## src/lca_pkg.sv

```systemverilog
package lca_pkg;

   // Operand selection of the shared multiplier
   typedef enum logic {
      MUL_SEL_RANGE,
      MUL_SEL_TEN
   } mul_sel_type;

   typedef struct packed {
      logic        enable;
      mul_sel_type sel;
   } mul_ctrl_type;

   // Supported ADC resolutions, held as a two-bit code
   typedef enum logic [1:0] {
      RES_4,
      RES_8,
      RES_12,
      RES_16
   } res_code_type;

   // Register indexes on the configuration channel
   localparam int unsigned CSR_INDEX_W = 1;
   localparam int unsigned CSR_DATA_W  = 5;
   localparam logic [CSR_INDEX_W-1:0] CSR_RESOLUTION   = 1'b0;
   localparam logic [CSR_INDEX_W-1:0] CSR_RANGE_PRESET = 1'b1;

   // Field widths
   localparam int unsigned COUNT_W   = 16;
   localparam int unsigned PRODUCT_W = 32;
   localparam int unsigned WHOLE_W   = 28;
   localparam int unsigned TENTH_W   = 4;
   localparam int unsigned RANGE_W   = 2;
   localparam int unsigned FRAC_W    = 16;

   localparam logic [RANGE_W-1:0] RANGE_RESET = 2'd1;
   localparam logic [RANGE_W-1:0] RANGE_TOP   = 2'd3;
   localparam res_code_type       RES_RESET   = RES_12;
   localparam logic [TENTH_W-1:0] TENTH_MAX   = 4'd9;
   localparam logic [COUNT_W-1:0] TENTH_SCALE = 16'd10;

   // Largest whole lux w with w + w/5 still within a range: ceil(5 * range / 6)
   localparam logic [WHOLE_W-1:0] FIT_1000  = 28'((5 * 1000 + 5) / 6);
   localparam logic [WHOLE_W-1:0] FIT_4000  = 28'((5 * 4000 + 5) / 6);
   localparam logic [WHOLE_W-1:0] FIT_16000 = 28'((5 * 16000 + 5) / 6);

   // Full-scale lux of each range index
   function automatic logic [COUNT_W-1:0] range_lux(input logic [RANGE_W-1:0] idx);
      logic [COUNT_W-1:0] lux;
      unique case (idx)
         2'd0:    lux = 16'd1000;
         2'd1:    lux = 16'd4000;
         2'd2:    lux = 16'd16000;
         default: lux = 16'd64000;
      endcase
      return lux;
   endfunction

   // Shift right by the selected resolution
   function automatic logic [PRODUCT_W-1:0] shr_res(input logic [PRODUCT_W-1:0] v,
                                                    input res_code_type code);
      logic [PRODUCT_W-1:0] r;
      unique case (code)
         RES_4:   r = v >> 4;
         RES_8:   r = v >> 8;
         RES_12:  r = v >> 12;
         default: r = v >> 16;
      endcase
      return r;
   endfunction

endpackage

```

## src/lca_mul_unit.sv

```systemverilog
module lca_mul_unit (
   input  logic                                clock,
   input  lca_pkg::mul_ctrl_type               ctrl,
   input  logic [lca_pkg::COUNT_W-1:0]         count,
   input  logic [lca_pkg::RANGE_W-1:0]         range_idx,
   output logic [lca_pkg::PRODUCT_W-1:0]       product
);
   import lca_pkg::*;

   logic [PRODUCT_W-1:0] product_ff;
   logic [PRODUCT_W-1:0] product_in;
   logic [COUNT_W-1:0]   op_a;
   logic [COUNT_W-1:0]   op_b;

   // Pick operands: count by range, or the low half of the last product by ten
   always_comb begin
      unique case (ctrl.sel)
         MUL_SEL_RANGE: begin
            op_a = count;
            op_b = range_lux(range_idx);
         end
         default: begin
            op_a = product_ff[FRAC_W-1:0];
            op_b = TENTH_SCALE;
         end
      endcase
      product_in = PRODUCT_W'(op_a) * PRODUCT_W'(op_b);
   end

   // Hold the product until the next enabled step
   always_ff @(posedge clock) begin
      if (ctrl.enable) begin
         product_ff <= product_in;
      end
   end

   assign product = product_ff;

endmodule

```

## src/lux_convert_auto_range_core.sv

```systemverilog
// Lux conversion with automatic range selection. Each raw count on req_ is
// scaled by the current full-scale range (1000, 4000, 16000 or 64000 lux),
// shifted down by the ADC resolution into whole lux and a tenth digit, and
// the range for later counts is moved to the smallest one that holds the
// result plus a fifth. A zero count gives valid_res low and leaves the range
// alone. After an input transfer req_tready stays low through the states
// ST_MUL_P, ST_MUL_T and ST_FINISH: two passes through the one shared 16x16
// multiplier (count times range, then fraction times ten) and a finishing
// step, so no new count is taken before the result of the last one is
// registered on rsp_. A result held back on rsp_ stalls the finishing
// cycle. Configuration writes are taken only while the block is idle.
module lux_convert_auto_range_core (
   input  logic                               clock,
   input  logic                               reset,
   // req_tdata: raw_count[15:0]
   input  logic                               req_tvalid,
   output logic                               req_tready,
   input  logic [15:0]                        req_tdata,
   // rsp_tdata: lux_whole[27:0], lux_tenth[31:28], next_range[33:32], zero pad
   output logic                               rsp_tvalid,
   input  logic                               rsp_tready,
   output logic [39:0]                        rsp_tdata,
   // rsp_tuser: valid_res[0]
   output logic                               rsp_tuser,
   input  logic                               csr_valid,
   output logic                               csr_ready,
   input  logic [lca_pkg::CSR_INDEX_W-1:0]    csr_index,
   input  logic [lca_pkg::CSR_DATA_W-1:0]     csr_data
);
   import lca_pkg::*;

   typedef enum logic [1:0] {
      ST_IDLE,
      ST_MUL_P,
      ST_MUL_T,
      ST_FINISH
   } state_type;

   state_type            state_ff;
   logic [RANGE_W-1:0]   range_ff;
   res_code_type         res_ff;
   logic [COUNT_W-1:0]   count_ff;
   logic [WHOLE_W-1:0]   whole_ff;
   logic                 rsp_valid_ff;
   logic [39:0]          rsp_data_ff;
   logic                 rsp_user_ff;

   mul_ctrl_type         mul_ctrl;
   logic [PRODUCT_W-1:0] product;
   logic [PRODUCT_W-1:0] whole_full;
   logic [PRODUCT_W-1:0] tenth_full;
   logic [TENTH_W-1:0]   tenth;
   logic [RANGE_W-1:0]   range_in;
   logic                 count_zero;
   logic                 req_xfer;
   logic                 csr_xfer;
   logic                 rsp_free;

   assign req_tready = (state_ff == ST_IDLE);
   assign req_xfer   = req_tvalid && req_tready;
   assign csr_ready  = (state_ff == ST_IDLE);
   assign csr_xfer   = csr_valid && csr_ready;
   assign rsp_free   = !rsp_valid_ff || rsp_tready;
   assign count_zero = (count_ff == '0);

   // Drive the shared multiplier from the sequencer
   always_comb begin
      mul_ctrl.enable = (state_ff == ST_MUL_P) || (state_ff == ST_MUL_T);
      mul_ctrl.sel    = (state_ff == ST_MUL_T) ? MUL_SEL_TEN : MUL_SEL_RANGE;
   end

   lca_mul_unit u_mul (
      .clock     (clock),
      .ctrl      (mul_ctrl),
      .count     (count_ff),
      .range_idx (range_ff),
      .product   (product)
   );

   // Whole lux from the scaled product
   assign whole_full = shr_res(product, res_ff);

   // Tenth digit from the scaled fraction, saturated
   always_comb begin
      tenth_full = shr_res(product, res_ff);
      tenth      = (tenth_full > PRODUCT_W'(TENTH_MAX)) ? TENTH_MAX
                                                        : tenth_full[TENTH_W-1:0];
   end

   // Pick the smallest range holding whole lux plus a fifth
   always_comb begin
      priority if (whole_ff <= FIT_1000) begin
         range_in = 2'd0;
      end else if (whole_ff <= FIT_4000) begin
         range_in = 2'd1;
      end else if (whole_ff <= FIT_16000) begin
         range_in = 2'd2;
      end else begin
         range_in = RANGE_TOP;
      end
   end

   // Sequencer, range state, configuration and result register
   always_ff @(posedge clock) begin
      if (reset) begin
         state_ff     <= ST_IDLE;
         range_ff     <= RANGE_RESET;
         res_ff       <= RES_RESET;
         rsp_valid_ff <= 1'b0;
      end else begin
         // Drop a taken result; the finishing cycle refills the register itself
         if (rsp_valid_ff && rsp_tready && state_ff != ST_FINISH) begin
            rsp_valid_ff <= 1'b0;
         end

         unique case (state_ff)
            ST_IDLE: begin
               if (req_xfer) begin
                  count_ff <= req_tdata;
                  state_ff <= ST_MUL_P;
               end
            end
            ST_MUL_P: begin
               state_ff <= ST_MUL_T;
            end
            ST_MUL_T: begin
               // product still holds count times range here
               whole_ff <= whole_full[WHOLE_W-1:0];
               state_ff <= ST_FINISH;
            end
            default: begin
               if (rsp_free) begin
                  rsp_valid_ff <= 1'b1;
                  if (count_zero) begin
                     rsp_data_ff <= {6'd0, range_ff, 32'd0};
                     rsp_user_ff <= 1'b0;
                  end else begin
                     rsp_data_ff <= {6'd0, range_in, tenth, whole_ff};
                     rsp_user_ff <= 1'b1;
                     range_ff    <= range_in;
                  end
                  state_ff <= ST_IDLE;
               end
            end
         endcase

         // Apply configuration writes; unsupported resolutions are dropped
         if (csr_xfer) begin
            unique case (csr_index)
               CSR_RESOLUTION: begin
                  unique case (csr_data)
                     5'd4:    res_ff <= RES_4;
                     5'd8:    res_ff <= RES_8;
                     5'd12:   res_ff <= RES_12;
                     5'd16:   res_ff <= RES_16;
                     default: res_ff <= res_ff;
                  endcase
               end
               default: begin
                  range_ff <= csr_data[RANGE_W-1:0];
               end
            endcase
         end
      end
   end

   assign rsp_tvalid = rsp_valid_ff;
   assign rsp_tdata  = rsp_data_ff;
   assign rsp_tuser  = rsp_user_ff;

   // A rejected reading carries no lux
   a_zero_reading: assert property (@(posedge clock) disable iff (reset)
      rsp_tvalid && !rsp_tuser |-> rsp_tdata[31:0] == 32'd0)
      else $error("rejected reading carries lux");

   // The tenth digit never exceeds nine
   a_tenth_sat: assert property (@(posedge clock) disable iff (reset)
      rsp_tvalid |-> rsp_tdata[31:28] <= TENTH_MAX)
      else $error("tenth digit above nine");

   // An accepted item blocks the input for the next cycle
   a_busy_after_accept: assert property (@(posedge clock) disable iff (reset)
      req_xfer |=> !req_tready)
      else $error("input ready straight after a transfer");

   // Range moves only on a finished item or a configuration write
   a_range_hold: assert property (@(posedge clock) disable iff (reset)
      !csr_xfer && state_ff != ST_FINISH |=> $stable(range_ff))
      else $error("range changed outside finish or write");

   // A reported range is the one now in force
   a_range_report: assert property (@(posedge clock) disable iff (reset)
      state_ff == ST_FINISH && rsp_free && !csr_xfer |=> rsp_tdata[33:32] == range_ff)
      else $error("reported range differs from state");

endmodule

```

## config.mk

```make
export PLATFORM = sky130hd
export DESIGN_NAME = lux_convert_auto_range_core
export DESIGN_NICKNAME = d
export VERILOG_FILES = /design/src/lca_pkg.sv /design/src/lca_mul_unit.sv /design/src/lux_convert_auto_range_core.sv
export SDC_FILE = /design/constraint.sdc
export NUM_CORES = 1
export LEC_CHECK = 0
export BUFFER_PORTS_ARGS = -buffer_cell sky130_fd_sc_hd__buf_2
export CAP_MARGIN = 20
export CELL_PAD_IN_SITES_DETAIL_PLACEMENT = 0
export CELL_PAD_IN_SITES_GLOBAL_PLACEMENT = 1
export CORE_ASPECT_RATIO = 1.1
export CORE_MARGIN = 10
export CORE_UTILIZATION = 54
export DETAILED_ROUTE_END_ITERATION = 8
export GPL_ROUTABILITY_DRIVEN = 0
export PLACE_DENSITY_LB_ADDON = 0.1
export SLEW_MARGIN = 30
export SYNTH_ARGS = -nofsm -noshare
export SYNTH_HDL_FRONTEND = slang
export SYNTH_SLANG_ARGS = --single-unit
```

## constraint.sdc

```tcl
create_clock -name clock -period 9.9 [get_ports clock]
set_input_delay 0.99 -clock clock [delete_from_list [all_inputs] [get_ports clock]]
set_output_delay 0.99 -clock clock [all_outputs]
set_load 0.1 [all_outputs]
```

# Word level (Yosys, flattened, before mapping)
# Index checks and enable logic that the tools add are counted.
# totals
reg_bits	124
out_inout_bits	44
# classes
multipliers	1
order_cmp	4
eq_ne	12
muxes	23
bitwise	3
reduce_logical	20
# ops
op	count
one-hot mux 28 bit (3 select lines)	1
one-hot mux 16 bit (3 select lines)	1
2-to-1 mux 34 bit	1
> comparator 32 x 4 -> 1 bit (second input constant)	1
multiplier 16 x 16 -> 32 bit	1
2-to-1 mux 16 bit	2
<= comparator 28 x 10 -> 1 bit (second input constant)	1
<= comparator 28 x 12 -> 1 bit (second input constant)	1
<= comparator 28 x 14 -> 1 bit (second input constant)	1
2-to-1 mux 2 bit	9
zero test 16 bit	1
== test 5 x 4 -> 1 bit (second input constant)	2
AND reduction 3 bit	3
one-hot mux 2 bit (4 select lines)	1
nonzero test 4 bit	2
== test 2 x 1 -> 1 bit (second input constant)	3
== test 2 bit (second input constant)	3
zero test 2 bit	3
2-to-1 mux 1 bit	6
one-hot mux 2 bit (3 select lines)	1
== test 5 x 3 -> 1 bit (second input constant)	1
== test 5 bit (second input constant)	1
logical AND 1 bit	4
2-to-1 mux 4 bit	1
other kinds (8)	12

# Depth between registers and ports, before layout
# logic_depth
ltp_word	9
ltp_mapped	25
mapped_depth_nobuf	24

# Modules after synthesis
# From an unflattened synthesis, not the netlist that was laid out.
# unflattened
cells_unflattened	1189
hier_area_um2	12489.5
# by_module_without_submodules
module	n_inst	cells_per_inst	area_per_inst_um2	seq_area_each_um2
lca_mul_unit	1	902	8459.4	930.9
lux_convert_auto_range_core	1	287	4030.1	2512.4

# Least setup slack after synthesis
# No wires, ideal clock.
# synth_timing
path_kind	reg2reg
from	register state_ff[0]
to	register u_mul.product_ff[31], in the netlist u_mul.product[31] (data pin)
setup_time_ns	0.269
arrival_ns	6.365
required_time_ns	9.631
setup_slack_ns	3.266
stages_incl_launch_ff	25
period_less_slack_ns	6.634
path_cell_list	dfxtp_1 inv_1 ha_1 clkbuf_1 nor3_1 clkbuf_1 nand2_1 fa_1 inv_1 fa_1 inv_1 fa_1 inv_1 fa_1 fa_1 inv_1 fa_1 inv_1 ha_1 nand2_1 o21ai_0 a22oi_1 a2111oi_0 or2_2 o211ai_1
# synth_between
elab_chain_len	4
# synth_rtl
element	line_no	rtl
from (decl)	lux_convert_auto_range_core.sv:39	state_type state_ff;
from (signal assigned)	lux_convert_auto_range_core.sv:106	state_ff <= ST_IDLE;
from (signal assigned)	lux_convert_auto_range_core.sv:120	state_ff <= ST_MUL_P;
from (signal assigned)	lux_convert_auto_range_core.sv:124	state_ff <= ST_MUL_T;
== test 2 bit *	lux_convert_auto_range_core.sv:69	mul_ctrl.sel = (state_ff == ST_MUL_T) ? MUL_SEL_TEN : MUL_SEL_RANGE;
2-to-1 mux 1 bit *	lux_convert_auto_range_core.sv:69	
2-to-1 mux 16 bit	lca_mul_unit.sv:17	unique case (ctrl.sel)
multiplier 16 x 16 -> 32 bit *	lca_mul_unit.sv:27	product_in = PRODUCT_W'(op_a) * PRODUCT_W'(op_b);
net u_mul.product_in[31]	lca_mul_unit.sv:11	logic [PRODUCT_W-1:0] product_in;
to (signal assigned)	lca_mul_unit.sv:33	product_ff <= product_in;
to (decl)	lca_mul_unit.sv:10	logic [PRODUCT_W-1:0] product_ff;
# Mark *: on every way through the listed nets, which the timed path passes. The rest lies on a longest branch.
# A chain may end at the register's enable or synchronous reset.

# Final worst setup path
# layout_timing
from	register state_ff[0]
to	register u_mul.product_ff[25], in the netlist u_mul.product[25] (data pin)
# Same word-level chain as after synthesis.

==> metrics.txt <==
# TYPE chip_impl_metric gauge
chip_impl_info{name="crit_top_cell",value="sky130_fd_sc_hd__fa_1"} 1
chip_impl_metric{name="yosysWarningCount",unit=""} 0
chip_impl_metric{name="drv_slew",unit=""} 0
chip_impl_info{name="run_status",value="finished clean"} 1
chip_impl_metric{name="arrival_time_at_the_worst_endpoint",unit="ns"} 7.61
chip_impl_metric{name="m1WireLength",unit="µm"} 12000
chip_impl_metric{name="synthesis_stage_register_bit_count",unit=""} 117
chip_impl_metric{name="layout-drive-gt1-share",unit="%"} 10.2
chip_impl_metric{name="placementRows",unit=""} 58
chip_impl_metric{name="core_region_area",unit="µm²"} 22700
chip_impl_metric{name="total_of_endpoints_with_negative_setup_slack_in_the_final_report",unit=""} 0
chip_impl_metric{name="clock_tree_skew_after_final_layout",unit="ns"} 0.0188
chip_impl_info{name="synthFlopType",value="sky130_fd_sc_hd__edfxtp_1"} 1
chip_impl_metric{name="dieArea",unit="µm²"} 29400
chip_impl_metric{name="critical_path_buf_inv_count",unit=""} 4
chip_impl_metric{name="syn_to_final_growth",unit="%"} 9.73
chip_impl_metric{name="tritoncts.num_buffers",unit=""} 17
chip_impl_metric{name="cts.repair_timing.setup_buffer_count",unit=""} 0
chip_impl_metric{name="syn_avg_cell_area",unit="µm²"} 10.4
chip_impl_metric{name="async_flop_share",unit="%"} 0
chip_impl_metric{name="max_slew_margin_vs_limit",unit="%"} 37.7
chip_impl_metric{name="io_pins",unit=""} 71
chip_impl_metric{name="critical-path-max-stage-delay",unit="ns"} 0.62
chip_impl_info{name="ctsRootBufferMaster",value="sky130_fd_sc_hd__clkbuf_16"} 1
chip_impl_metric{name="grt_antenna_before_repair",unit=""} 0
chip_impl_info{name="crit_slowest_cell",value="sky130_fd_sc_hd__nor2b_1"} 1
chip_impl_metric{name="via_per_inst",unit=""} 5.29
chip_impl_metric{name="maxCapViolations",unit=""} 0
chip_impl_metric{name="crit_fanout",unit=""} 22
chip_impl_metric{name="first_global_vias",unit=""} 8754
chip_impl_info{name="hold_path.class",value="reg2reg"} 1
chip_impl_metric{name="layout.nets",unit=""} 1572
chip_impl_metric{name="routed-via-count",unit=""} 8298
chip_impl_info{name="topRoutingLayerUsed",value="met4"} 1
chip_impl_metric{name="period_share",unit="%"} 75.4
chip_impl_metric{name="cts_repair_resize_count",unit=""} 0
chip_impl_metric{name="drt-wirelength-per-cell",unit="µm"} 18.1
chip_impl_metric{name="drtIter0Drc",unit=""} 408
chip_impl_metric{name="post-route-drc-count",unit=""} 0
chip_impl_metric{name="gr-usage-all-layers",unit="%"} 20.1
chip_impl_metric{name="synth_cells",unit=""} 1188
chip_impl_metric{name="timing.final.hold_violations",unit=""} 0
chip_impl_info{name="crit_family",value="adder cells"} 1
chip_impl_metric{name="finalWorstPathRequiredPeriod",unit="ns"} 7.47
chip_impl_metric{name="cts-htree-levels",unit=""} 4
chip_impl_metric{name="clkSinkCount",unit=""} 117
chip_impl_metric{name="antenna_cells",unit=""} 0
chip_impl_metric{name="cts_hold_buffers",unit=""} 0
chip_impl_metric{name="worst_pin_slew",unit="ns"} 0.935
chip_impl_metric{name="synth_edf_count",unit=""} 110
chip_impl_metric{name="final.setup.tns",unit="ns"} 0
chip_impl_metric{name="reg2reg_slack",unit="ns"} 2.43
chip_impl_metric{name="insertion_delay",unit="ns"} 0.43
chip_impl_metric{name="wl_met3",unit="µm"} 1440
chip_impl_metric{name="achievable-frequency",unit="MHz"} 134
chip_impl_metric{name="cts-root-to-sink-buffers",unit=""} 2
chip_impl_metric{name="detailedPlacementHpwl",unit="µm"} 23900
chip_impl_metric{name="number_of_unique_standard_cell_types_used_by_synthesis",unit=""} 60
chip_impl_info{name="grt_setup_unrepaired",value="false"} 1
chip_impl_info{name="startpoint_type",value="flop"} 1
chip_impl_metric{name="port_buffers",unit=""} 64
chip_impl_metric{name="antenna_left",unit=""} 0
chip_impl_metric{name="critPathRequiredTime",unit="ns"} 10.05
chip_impl_metric{name="pin_count_of_the_biggest_net_entering_global_routing",unit=""} 38
chip_impl_info{name="path_class",value="reg2reg"} 1
chip_impl_metric{name="final_hold_slack",unit="ns"} 0.517
chip_impl_metric{name="detailroute.wirelength.met2",unit="µm"} 13900
chip_impl_info{name="path_cells",value="inv_1 -> ha_1 -> nor2b_1 -> nand2_1 -> fa_1 -> inv_1 -> fa_1 -> fa_1 -> fa_1 -> fa_1 -> inv_1 -> fa_1 -> inv_1 -> ha_1 -> and3_1 -> nor3b_1 -> a22oi_1 -> a21oi_1 -> a2111oi_0 -> xnor2_1"} 1
chip_impl_metric{name="clkTransAtPathRegs",unit="ns"} 0.07
chip_impl_metric{name="cell_area_after_synthesis",unit="µm²"} 12400
chip_impl_metric{name="grt_overflow_total",unit=""} 0
chip_impl_metric{name="wire_length_of_the_first_global_routing_pass",unit="µm"} 45500
chip_impl_info{name="critPathCaptureType",value="flop"} 1
chip_impl_metric{name="start_util",unit="%"} 54.4
chip_impl_metric{name="yosysSeqAreaShare",unit="%"} 27.8
chip_impl_metric{name="floorplan.die.width",unit="µm"} 164
chip_impl_metric{name="drt-total-wl",unit="µm"} 28400
chip_impl_metric{name="die_y",unit="µm"} 179
chip_impl_metric{name="detailedRoute.firstPassIterationCount",unit=""} 5
chip_impl_info{name="tritoncts",value="done"} 1
-- cells in the final DEF (no fill, tap or decap), types with 6 or more instances in the layout --
cell type / instances
sky130_fd_sc_hd__o21a_1: 7
sky130_fd_sc_hd__clkbuf_16: 17
sky130_fd_sc_hd__fa_1: 148
sky130_fd_sc_hd__buf_4: 9
sky130_fd_sc_hd__nand2_1: 95
sky130_fd_sc_hd__nand2b_1: 16
sky130_fd_sc_hd__xnor2_1: 14
sky130_fd_sc_hd__a21oi_1: 34
sky130_fd_sc_hd__dfxtp_1: 7
sky130_fd_sc_hd__mux2i_1: 33
sky130_fd_sc_hd__xor2_1: 10
sky130_fd_sc_hd__or2_2: 17
sky130_fd_sc_hd__nor2_1: 48
sky130_fd_sc_hd__nand3_1: 6
sky130_fd_sc_hd__edfxtp_1: 110
sky130_fd_sc_hd__nor3_1: 13
sky130_fd_sc_hd__a211oi_1: 8
sky130_fd_sc_hd__nor4_1: 13
sky130_fd_sc_hd__nor2b_1: 19
sky130_fd_sc_hd__o211ai_1: 6
sky130_fd_sc_hd__buf_2: 64
sky130_fd_sc_hd__conb_1: 7
sky130_fd_sc_hd__and2_1: 79
sky130_fd_sc_hd__a21o_1: 10
sky130_fd_sc_hd__and3_1: 7
sky130_fd_sc_hd__inv_1: 239
sky130_fd_sc_hd__o21ai_0: 20
sky130_fd_sc_hd__ha_1: 141
-- stage by stage --
step	cells	area [µm²]	util [%]	setup slack, ns
after global routing	1569	13600	59.7	1.92
after floorplan	1194	12400	-	3.27
after detailed placement	1537	13000	57.1	2.34
final	1569	13600	59.7	2.43
after global placement	1537	13000	57.1	2.49
after CTS	1569	13600	59.7	2.31
-- registers in the layout (all words and copies together), names as in the netlist --
register,count
count_ff,16
range_ff,2
res_ff,2
rsp_tdata,34
rsp_tuser,1
rsp_tvalid,1
state_ff,2
u_mul.product,31
whole_ff,28
-- cell families (layout without fill, tap and decap cells) --
group	after synthesis	in the layout	synth area share, %
simple gates	339	339	14.3
fa+ha+maj	289	289	38.2
buf+inv	269	344	8.76
flops	117	117	27.8
compound gates	113	113	5.95
mux	36	36	3.16
xor+xnor	24	24	1.70
other cells	1	7	0.0303
-- tightest hold or removal path, delay by kind of cell, from the launching register on --
kind,cells,cell delay (ns)
AOI/OAI and AO/OA,2,0.14
DFF,1,0.32
-- path summary, 6_finish.rpt --
path                     from                 to  depth (start not counted)
setup / recovery  state_ff[0]  u_mul.product[25]                         20
hold / removal      res_ff[0]          res_ff[0]                          2
setup reg to reg  state_ff[0]  u_mul.product[25]                         20
hold reg to reg     res_ff[0]          res_ff[0]                          2
-- routing by layer --
layer,vias up,global-route usage (%)
met1,4029,24.7
li1,4002,-
met5,-,0
met3,53,3.45
met4,0,9.31
met2,214,33.8
-- Yosys cell counts (4+ instances only) --
| cell type | instances | area, µm² |
|---|---|---|
| sky130_fd_sc_hd__o31ai_1 | 4 | 30.0 |
| sky130_fd_sc_hd__nor2b_1 | 20 | 125 |
| sky130_fd_sc_hd__and2_1 | 79 | 494 |
| sky130_fd_sc_hd__nor3_1 | 13 | 65.1 |
| sky130_fd_sc_hd__nand3_1 | 6 | 30.0 |
| sky130_fd_sc_hd__a2111oi_0 | 4 | 35.0 |
| sky130_fd_sc_hd__or3_1 | 4 | 25.0 |
| sky130_fd_sc_hd__o21a_1 | 7 | 52.6 |
| sky130_fd_sc_hd__dfxtp_1 | 7 | 140 |
| sky130_fd_sc_hd__a211oi_1 | 8 | 60.1 |
| sky130_fd_sc_hd__mux2i_1 | 33 | 330 |
| sky130_fd_sc_hd__or2_2 | 17 | 106 |
| sky130_fd_sc_hd__a21oi_1 | 34 | 170 |
| sky130_fd_sc_hd__a211o_1 | 4 | 35.0 |
| sky130_fd_sc_hd__buf_4 | 8 | 60.1 |
| sky130_fd_sc_hd__clkbuf_1 | 16 | 60.1 |
| sky130_fd_sc_hd__nor2_1 | 50 | 188 |
| sky130_fd_sc_hd__o211ai_1 | 6 | 45.0 |
| sky130_fd_sc_hd__nand2_1 | 95 | 357 |
| sky130_fd_sc_hd__xor2_1 | 10 | 87.6 |
| sky130_fd_sc_hd__ha_1 | 141 | 1760 |
| sky130_fd_sc_hd__fa_1 | 148 | 2960 |
| sky130_fd_sc_hd__xnor2_1 | 14 | 123 |
| sky130_fd_sc_hd__o21ai_0 | 20 | 100 |
| sky130_fd_sc_hd__inv_1 | 239 | 897 |
| sky130_fd_sc_hd__nand2b_1 | 16 | 100 |
| sky130_fd_sc_hd__nor4_1 | 13 | 81.3 |
| sky130_fd_sc_hd__and3_1 | 7 | 43.8 |
| sky130_fd_sc_hd__a21o_1 | 10 | 75.1 |
| sky130_fd_sc_hd__edfxtp_1 | 110 | 3300 |
-- layout make-up --
| class | count | area [µm²] |
|---|---|---|
| inverters | 239 | 897 |
| clock inverters | 15 | 171 |
| repair buffers | 73 | 388 |
| flip-flops and latches | 117 | 3440 |
| clock buffers | 17 | 425 |
| fillers | 1961 | 9140 |
| multi-input cells | 808 | 7870 |
| well taps | 300 | 375 |
Power is not shown: default switching activity piles up to over one toggle a cycle in this logic, so the estimate is an artifact.
